$ cat config.mk
export PLATFORM = sky130hd
export DESIGN_NAME = fifo_evicting_attempt_counter_core_flat
export DESIGN_NICKNAME = d
export VERILOG_FILES = /design/src/sv/feac_pkg.sv /design/src/sv/feac_in_if.sv /design/src/sv/feac_out_if.sv /design/src/sv/feac_cell.sv /design/src/sv/fifo_evicting_attempt_counter_core.sv /design/src/flat_wrapper.sv
export SDC_FILE = /design/constraint.sdc
export NUM_CORES = 2
export LEC_CHECK = 0
export ABC_CLOCK_PERIOD_IN_PS = 41300
export CAP_MARGIN = 20
export CORE_AREA = 3 3 467 469
export CTS_CLUSTER_SIZE = 16
export DETAILED_ROUTE_END_ITERATION = 8
export DIE_AREA = 0 0 470 472
export DONT_BUFFER_PORTS = 1
export GPL_ROUTABILITY_DRIVEN = 0
export GPL_TIMING_DRIVEN = 0
export PLACE_DENSITY = 0.34
export SYNTH_ARGS = -nofsm -noshare
export SYNTH_HDL_FRONTEND = slang
export SYNTH_SLANG_ARGS = --single-unit
$ cat constraint.sdc
create_clock -name clk -period 41.3 [get_ports clk]
set_input_delay 8.26 -clock clk [delete_from_list [all_inputs] [get_ports clk]]
set_output_delay 8.26 -clock clk [all_outputs]
set_load 0.02 [all_outputs]
$ cat src/sv/feac_pkg.sv
// ----------------------------------------------------------------------------
// feac_pkg: shared types and constants
// Widths, reset values and the table entry and cell control types.
// ----------------------------------------------------------------------------
package feac_pkg;

  localparam int KEY_W       = 32;
  localparam int CNT_W       = 8;
  localparam int ENTRIES_DEF = 10;

  localparam logic [CNT_W-1:0] LIMIT_RST = 8'd5;
  localparam logic [CNT_W-1:0] COUNT_MAX = 8'hFF;
  localparam logic [CNT_W-1:0] COUNT_ONE = 8'd1;
  localparam logic [CNT_W-1:0] LIMIT_OFF = 8'd0;

  typedef struct packed {
    logic [KEY_W-1:0] kx;
    logic [KEY_W-1:0] ky;
    logic [KEY_W-1:0] kz;
  } key_t;

  typedef struct packed {
    logic             valid;
    key_t             key;
    logic [CNT_W-1:0] count;
  } entry_t;

  typedef struct packed {
    logic             shift_en;   // miss: every cell takes its left neighbor
    logic             upd_en;     // hit: matching cell takes upd_count
    logic [CNT_W-1:0] upd_count;
  } cell_ctl_t;

endpackage

$ cat src/sv/feac_in_if.sv
// ----------------------------------------------------------------------------
// feac_in_if: key channel
// Valid/ready channel carrying one three-word key per transaction.
// ----------------------------------------------------------------------------
interface feac_in_if;
  import feac_pkg::*;

  logic             valid;
  logic             ready;
  logic [KEY_W-1:0] key_x;
  logic [KEY_W-1:0] key_y;
  logic [KEY_W-1:0] key_z;

  modport source (output valid, output key_x, output key_y, output key_z, input ready);
  modport sink   (input valid, input key_x, input key_y, input key_z, output ready);
endinterface

$ cat src/sv/feac_out_if.sv
// ----------------------------------------------------------------------------
// feac_out_if: result channel
// Valid/ready channel carrying hit flag, attempt count and allowed flag.
// ----------------------------------------------------------------------------
interface feac_out_if;
  import feac_pkg::*;

  logic             valid;
  logic             ready;
  logic             key_hit;
  logic [CNT_W-1:0] attempt_count;
  logic             allowed;

  modport source (output valid, output key_hit, output attempt_count, output allowed,
                  input ready);
  modport sink   (input valid, input key_hit, input attempt_count, input allowed,
                  output ready);
endinterface

$ cat src/sv/feac_cell.sv
// ----------------------------------------------------------------------------
// feac_cell: one table entry
// Holds one key and its count, compares against the probe key and shifts
// its contents to the right neighbor when a new key is inserted.
// ----------------------------------------------------------------------------
module feac_cell
  import feac_pkg::*;
(
  input  logic      clk,
  input  logic      rst_n,
  input  cell_ctl_t ctl,
  input  key_t      probe,
  input  entry_t    ent_in,
  output entry_t    ent_out,
  output logic      match
);

  logic             valid_r;
  key_t             key_r;
  logic [CNT_W-1:0] count_r;

  assign match   = valid_r && (key_r == probe);
  assign ent_out = '{valid: valid_r, key: key_r, count: count_r};

  always_ff @(posedge clk) begin
    if (!rst_n) begin
      valid_r <= 1'b0;
    end else if (ctl.shift_en) begin
      valid_r <= ent_in.valid;
    end
  end

  always_ff @(posedge clk) begin
    if (ctl.shift_en) begin
      key_r   <= ent_in.key;
      count_r <= ent_in.count;
    end else if (ctl.upd_en && match) begin
      count_r <= ctl.upd_count;
    end
  end

endmodule

$ cat src/sv/fifo_evicting_attempt_counter_core.sv
// ----------------------------------------------------------------------------
// fifo_evicting_attempt_counter_core: per-key attempt counter, FIFO eviction
// Result path: key_r holds the accepted key, then the output registers take the result.
// Throughput: one key per cycle while the output is not stalled; the key is compared against all cells in
//   the cycle after accept while the next key is taken in.
// Reset: table empty, attempt_limit = 5, no result pending.
// ----------------------------------------------------------------------------
module fifo_evicting_attempt_counter_core
  import feac_pkg::*;
#(
  parameter int ENTRIES = ENTRIES_DEF
) (
  input  logic              clk,
  input  logic              rst_n,
  feac_in_if.sink           in_ch,
  feac_out_if.source        out_ch,
  input  logic              cfg_we,
  input  logic [CNT_W-1:0]  cfg_data
);

  logic [CNT_W-1:0] limit_r;
  logic             pend_r;
  key_t             key_r;
  logic             out_valid_r;
  logic             out_hit_r;
  logic [CNT_W-1:0] out_count_r;
  logic             out_allowed_r;

  logic             fire;
  logic             in_take;
  logic             tbl_on;
  logic             hit;
  logic [CNT_W-1:0] sel_count;
  logic [CNT_W-1:0] inc_count;
  logic [CNT_W-1:0] new_count;
  cell_ctl_t        ctl;
  entry_t           new_ent;
  entry_t           ent_q [ENTRIES];
  logic [ENTRIES-1:0] match;

  assign fire        = pend_r && (!out_valid_r || out_ch.ready);
  assign in_ch.ready = !pend_r || fire;
  assign in_take     = in_ch.valid && in_ch.ready;
  assign tbl_on      = (limit_r != LIMIT_OFF);

  always_ff @(posedge clk) begin
    if (!rst_n) begin
      limit_r <= LIMIT_RST;
    end else if (cfg_we) begin
      limit_r <= cfg_data;
    end
  end

  always_ff @(posedge clk) begin
    if (!rst_n) begin
      pend_r <= 1'b0;
    end else if (in_take) begin
      pend_r <= 1'b1;
    end else if (fire) begin
      pend_r <= 1'b0;
    end
  end

  always_ff @(posedge clk) begin
    if (in_take) begin
      key_r <= '{kx: in_ch.key_x, ky: in_ch.key_y, kz: in_ch.key_z};
    end
  end

  // count of the matching cell; keys are unique so at most one bit is set
  always_comb begin
    sel_count = '0;
    for (int i = 0; i < ENTRIES; i++) begin
      sel_count = sel_count | (match[i] ? ent_q[i].count : '0);
    end
  end

  assign hit       = |match;
  assign inc_count = (sel_count == COUNT_MAX) ? sel_count : sel_count + COUNT_ONE;
  assign new_count = hit ? inc_count : COUNT_ONE;

  assign ctl.shift_en  = fire && tbl_on && !hit;
  assign ctl.upd_en    = fire && tbl_on && hit;
  assign ctl.upd_count = inc_count;

  assign new_ent = '{valid: 1'b1, key: key_r, count: COUNT_ONE};

  // new keys enter at cell 0; the oldest falls off the far end
  for (genvar g = 0; g < ENTRIES; g++) begin : g_cell
    feac_cell u_cell (
      .clk     (clk),
      .rst_n   (rst_n),
      .ctl     (ctl),
      .probe   (key_r),
      .ent_in  ((g == 0) ? new_ent : ent_q[(g == 0) ? 0 : g - 1]),
      .ent_out (ent_q[g]),
      .match   (match[g])
    );
  end

  always_ff @(posedge clk) begin
    if (!rst_n) begin
      out_valid_r <= 1'b0;
    end else if (fire) begin
      out_valid_r <= 1'b1;
    end else if (out_ch.ready) begin
      out_valid_r <= 1'b0;
    end
  end

  always_ff @(posedge clk) begin
    if (fire) begin
      if (tbl_on) begin
        out_hit_r     <= hit;
        out_count_r   <= new_count;
        out_allowed_r <= (new_count <= limit_r);
      end else begin
        out_hit_r     <= 1'b0;
        out_count_r   <= '0;
        out_allowed_r <= 1'b1;
      end
    end
  end

  assign out_ch.valid         = out_valid_r;
  assign out_ch.key_hit       = out_hit_r;
  assign out_ch.attempt_count = out_count_r;
  assign out_ch.allowed       = out_allowed_r;

endmodule

$ cat src/flat_wrapper.sv
// flat-port wrapper written by rule: the top's interface ports become plain ports
module fifo_evicting_attempt_counter_core_flat import feac_pkg::*;
#(
  parameter int ENTRIES = ENTRIES_DEF
)
  (clk, rst_n, cfg_we, cfg_data, in_ch_valid, in_ch_key_x, in_ch_key_y, in_ch_key_z, in_ch_ready, out_ch_valid, out_ch_key_hit, out_ch_attempt_count, out_ch_allowed, out_ch_ready);
  feac_in_if in_ch_i ();
  feac_out_if out_ch_i ();
  input  logic clk;
  input  logic rst_n;
  input  logic cfg_we;
  input  logic [CNT_W-1:0] cfg_data;
  input wire logic [$bits(in_ch_i.valid)-1:0] in_ch_valid;
  input wire logic [$bits(in_ch_i.key_x)-1:0] in_ch_key_x;
  input wire logic [$bits(in_ch_i.key_y)-1:0] in_ch_key_y;
  input wire logic [$bits(in_ch_i.key_z)-1:0] in_ch_key_z;
  output wire logic [$bits(in_ch_i.ready)-1:0] in_ch_ready;
  output wire logic [$bits(out_ch_i.valid)-1:0] out_ch_valid;
  output wire logic [$bits(out_ch_i.key_hit)-1:0] out_ch_key_hit;
  output wire logic [$bits(out_ch_i.attempt_count)-1:0] out_ch_attempt_count;
  output wire logic [$bits(out_ch_i.allowed)-1:0] out_ch_allowed;
  input wire logic [$bits(out_ch_i.ready)-1:0] out_ch_ready;
  assign in_ch_i.valid = in_ch_valid;
  assign in_ch_i.key_x = in_ch_key_x;
  assign in_ch_i.key_y = in_ch_key_y;
  assign in_ch_i.key_z = in_ch_key_z;
  assign in_ch_ready = in_ch_i.ready;
  assign out_ch_valid = out_ch_i.valid;
  assign out_ch_key_hit = out_ch_i.key_hit;
  assign out_ch_attempt_count = out_ch_i.attempt_count;
  assign out_ch_allowed = out_ch_i.allowed;
  assign out_ch_i.ready = out_ch_ready;
  fifo_evicting_attempt_counter_core #(.ENTRIES(ENTRIES)) u_core (.clk(clk), .rst_n(rst_n), .in_ch(in_ch_i), .out_ch(out_ch_i), .cfg_we(cfg_we), .cfg_data(cfg_data));
endmodule
* Word-level counts from Yosys, hierarchy flattened *
Index checks and enable logic that the tools add are counted.

storage, ports and cells
  memory bits (writable) = 0
  memories kept = 0
  output and inout bits = 12
  latch bits = 0
  bits in registers = 1166
  logic and storage cells = 158
  ROM bits = 0
  bits of input ports = 109

cells by class
  order comparisons = 1
  multiply operators = 0
  add/subtract/negate cells = 1
  multiplexer cells = 34
  shift operators = 0
  bitwise logic cells = 9
  divide/modulo/power cells = 0
  equal/unequal tests = 11
  reduce and logical (&&, ||, !) cells = 43

operator list
  operator                                     number
  equality test 96 bit                         10
  2-to-1 mux 8 bit                             30
  OR 8 bit                                     9
  logical AND 1 bit                            25
  nonzero test 2 bit                           11
  OR reduction 10 bit                          1
  adder 8 x 1 -> 8 bit, second input constant  1
  equality test 8 bit, second input constant   1
  less-or-equal comparator 8 bit               1
  nonzero test 8 bit                           1
  2-to-1 mux 1 bit                             4
  logical NOT 1 bit                            3
  logical OR 1 bit                             2

* Depth between registers and ports, before layout *
  word-level depth = 16
  depth in mapped cells = 25
  mapped depth without buffers = 22

* By module *
Synthesis repeated with hierarchy kept, for this count alone.

unflattened totals
  cells, all modules = 3111
  area, all modules = 49428.7 µm²

by module, submodules not included
  module                              cells an instance  seq. area each (µm²)  times used  area an instance (µm²)
  feac_cell                           281                3143.0                10          4473.0
  fifo_evicting_attempt_counter_core  301                3383.2                1           4698.3

* Worst setup path after synthesis *
Ideal clock, no wire load.

  kind = input -> register
  from = input out_ch_ready
  to = register u_core.g_cell[0].u_cell.key_r (netlist bit u_core.g_cell[0].u_cell.ent_out[100]), enable pin
  cell stages on the path = 7
  data arrival time = 20.681 ns
  path buffers = 2
  library setup time = 0.915 ns
  data required time = 40.385 ns
  setup slack = 19.704 ns
  path through = nor2b_1 nor2b_1 nor2b_1 nand2_1 inv_2 buf_2 buf_2

RTL lines
  item                  RTL line            RTL
  start, declared       flat_wrapper.sv:22  input wire logic [$bits(out_ch_i.ready)-1:0] out_ch_ready;
  end signal, assigned  feac_cell.sv:35     key_r <= ent_in.key;
  end, declared         feac_cell.sv:19     key_t key_r;

* Final worst setup path *
  from = input out_ch_ready
  to = output in_ch_ready

on the way
  cells in the longest elaborated chain, start to end = 3

RTL lines
  item               RTL line                                  RTL
  logical OR 1 bit   fifo_evicting_attempt_counter_core.sv:41  assign fire = pend_r && (!out_valid_r || out_ch.ready);
  logical AND 1 bit  fifo_evicting_attempt_counter_core.sv:41
  logical OR 1 bit   fifo_evicting_attempt_counter_core.sv:42  assign in_ch.ready = !pend_r || fire;
  end, declared      flat_wrapper.sv:17                        output wire logic [$bits(in_ch_i.ready)-1:0] in_ch_ready;

Every way passes these cells.

==> metrics <==
wire per inst=37.3 um; Routed WL=236000 um; die width=470 um; Rel. slew slack=18.6%; FF+latch count, synth=1166; CP peak stage delay=0.23 ns; Initial DRC Count=3474; CP Data Required Time=33.04 ns; worst slew pin tran=1.21 ns; DRC=0; Syn-to-layout area delta=17.2%; GRT Util Overall=20.9%; CTS tree=yes; CP bufs+invs=0; Syn Area/Cell=15.4 sq um; root buf cell=clkbuf_16; DP HPWL=188000 um; RSZ-0062 raised after global routing=false; deepest clock path buffer count=3; power per standard cell area=50.3 nW/um^2; port bufs=0; H-tree levels=4; CP endpoint kind=output port; nets@finish=3484; Min Hold Slack=0.444 ns; Initial Util=23.0%; WP data arrival=8.70 ns; GRT overflow=0; P_leak=0.0183 uW; number of vias per cell=4.71; row count=170; clk slew on worst S/H paths=0.05 ns; post_cts resized=0; Synth Net Count=3323; max-cap violations=0; Post-synth EDFFs=1138; Final min period=16.96 ns; Worst setup SP type=input port; CTS Sinks=1166; number of synthesis warnings=0; Crit-path slowest cell=nand2_1; initial antenna violation count=27; drt pass-1 iters=5; post-synthesis sequential area ratio=70.5%; Synth Flop Type=edfxtp_1; number of global-route vias before repair=29600; Period Utilization, post-route=41.1%; Top Ports=121; postcts setup bufs=0; cells along the critical path=nor2b_1, nand2_1; share of flip-flops with an asynchronous set or reset=0%; class of the worst hold path=flop to flop; first-pass GRT wire length=303000 um; Die H=472 um; clk_skew=0.0378 ns; most frequent cells in the layout=edfxtp_1 (1138), xnor2_1 (514), nand2b_1 (258); Finish-stage setup viols=0; status=completed; post-synth cell types=64; Core ar.=214000 sq um; CTS buffer count=142; CP Class=input port to output port; layout filler cell count=22000; Hold-fix buffers, CTS=0; commonest non-fill, non-tap cell in the layout=edfxtp_1; Syn Inst Count=3205; largest net degree at the start of global routing=156; fin. max-slew vios=0; top cell family by delay on the critical path=simple AND/OR/NAND/NOR gates; Routed Antenna Nets=0; f_max=58.9 MHz; Max FO, Critical Path=4; Vias=29800; Post-Synthesis Cell Area=49300 sq um; Setup TNS Final=0 ns; final hold violations=0; clk_lat worst skew=0.81 ns; VDD IR max=42.9 uV; DIE AREA=222000 sq um; share of cells above drive strength 1=10.0%
==> final timing paths <==
| path | from | to | slack (ns) | depth (start not counted) |
|---|---|---|---|---|
| worst min register to register | u_core.key_r[45]$_DFFE_PP_ | u_core.g_cell[0].u_cell.ent_out[53]$_DFFE_PP_ | 0.44 | 0 |
| worst max register to register | u_core.key_r[83]$_DFFE_PP_ | u_core.g_cell[0].u_cell.ent_out[100]$_DFFE_PP_ | 32.83 | 17 |
| worst min-delay path | u_core.key_r[45]$_DFFE_PP_ | u_core.g_cell[0].u_cell.ent_out[53]$_DFFE_PP_ | 0.44 | 0 |
| worst max-delay path | out_ch_ready | in_ch_ready | 24.34 | 2 |
==> Yosys cell counts, types with 3 or more instances <==
cell type | count | share of area (%)
a2111o_1 | 13 | 0.30
a2111oi_0 | 16 | 0.28
a21boi_0 | 9 | 0.14
a21o_1 | 56 | 0.85
a21oi_1 | 14 | 0.14
a221o_1 | 7 | 0.14
a222oi_1 | 5 | 0.10
a22o_1 | 23 | 0.41
a22oi_1 | 19 | 0.29
a32oi_1 | 3 | 0.053
and2_1 | 9 | 0.11
and4_1 | 4 | 0.071
buf_2 | 86 | 0.87
buf_4 | 10 | 0.15
buf_6 | 7 | 0.16
clkbuf_1 | 16 | 0.12
clkinv_1 | 4 | 0.030
dfxtp_1 | 28 | 1.1
edfxtp_1 | 1138 | 69
ha_1 | 9 | 0.23
inv_1 | 114 | 0.87
inv_2 | 7 | 0.053
mux2i_1 | 9 | 0.18
nand2_1 | 78 | 0.59
nand2b_1 | 258 | 3.3
nand3_1 | 22 | 0.22
nand4_1 | 145 | 1.8
nor2_1 | 24 | 0.18
nor2b_1 | 63 | 0.80
nor3_1 | 19 | 0.19
nor3_2 | 3 | 0.061
nor4_1 | 125 | 1.6
nor4_4 | 3 | 0.13
o2111ai_1 | 86 | 1.5
o21a_1 | 21 | 0.32
o21ai_0 | 7 | 0.071
o221ai_1 | 17 | 0.30
o22ai_1 | 34 | 0.43
o2bb2ai_1 | 28 | 0.50
xnor2_1 | 514 | 9.1
xor2_1 | 122 | 2.2
==> per-layer routing <==
layer	vias to the layer above	track usage [%]	part of all wire (%)	routed length (um)
met1	15400	27.8	43	102000
li1	12500	-	-	-
met4	0	11.6	6.5	15300
met3	386	3.37	5.8	13700
met2	1449	32.4	45	106000
met5	-	0	0	0
==> where the power goes <==
group,switching (uW),internal [uW],leakage [uW]
clock,536,720,0.00222
combinational,162,62.2,0.00523
sequential,59.2,1360,0.0109
==> sequential cells by signal (all words and copies together) (netlist names) <==
signal	count
u_core.pend_r	1
u_core.key_r	96
u_core.g_cell.u_cell.valid_r	10
u_core.out_ch.allowed	1
u_core.g_cell.u_cell.count_r	80
u_core.out_ch.valid	1
u_core.out_ch.key_hit	1
u_core.limit_r	8
u_core.out_ch.attempt_count	8
u_core.g_cell.u_cell.ent_out	960
==> stage by stage <==
step / instance area (sq um) / util (%) / power (uW) / cells / setup WS (ns)
floorplan: 49300 / - / 1550 / 3205 / 19.70
global placement: 52800 / 24.6 / 1710 / 6043 / 12.47
detailed placement: 53100 / 24.8 / 1670 / 6059 / 24.35
CTS: 57700 / 26.9 / 2930 / 6317 / 24.35
global route: 57700 / 26.9 / 2990 / 6319 / 24.29
finish: 57700 / 26.9 / 2900 / 6324 / 24.34
==> cell families (layout without fill, tap and decap cells) <==
family,count (synthesis),after routing,share of synthesized area (%)
muxes,9,9,0.183
buffers and inverters,245,520,2.27
and+or+nand+nor,769,769,9.41
other,0,6,0
xor gates and xnor gates,636,636,11.3
DFF,1166,1166,70.5
AOI/OAI and AO/OA,371,371,6.11
adders and majority gates,9,9,0.229
==> cell type report <==
| class | instances | area, sq um | area share, % |
|---|---|---|---|
| clock buffer | 181 | 3860 | 6.68 |
| buffer | 120 | 663 | 1.15 |
| clock inverter | 77 | 712 | 1.23 |
| multi-input combinational | 1794 | 13400 | 23.3 |
| tap | 2838 | 3550 | 6.15 |
| timing repair buffer | 17 | 290 | 0.503 |
| inverter | 125 | 469 | 0.813 |
| sequential | 1166 | 34700 | 60.2 |
| antenna | 6 | 15.0 | 0.0260 |
No activity file was read; power rests on OpenSTA's default activity.
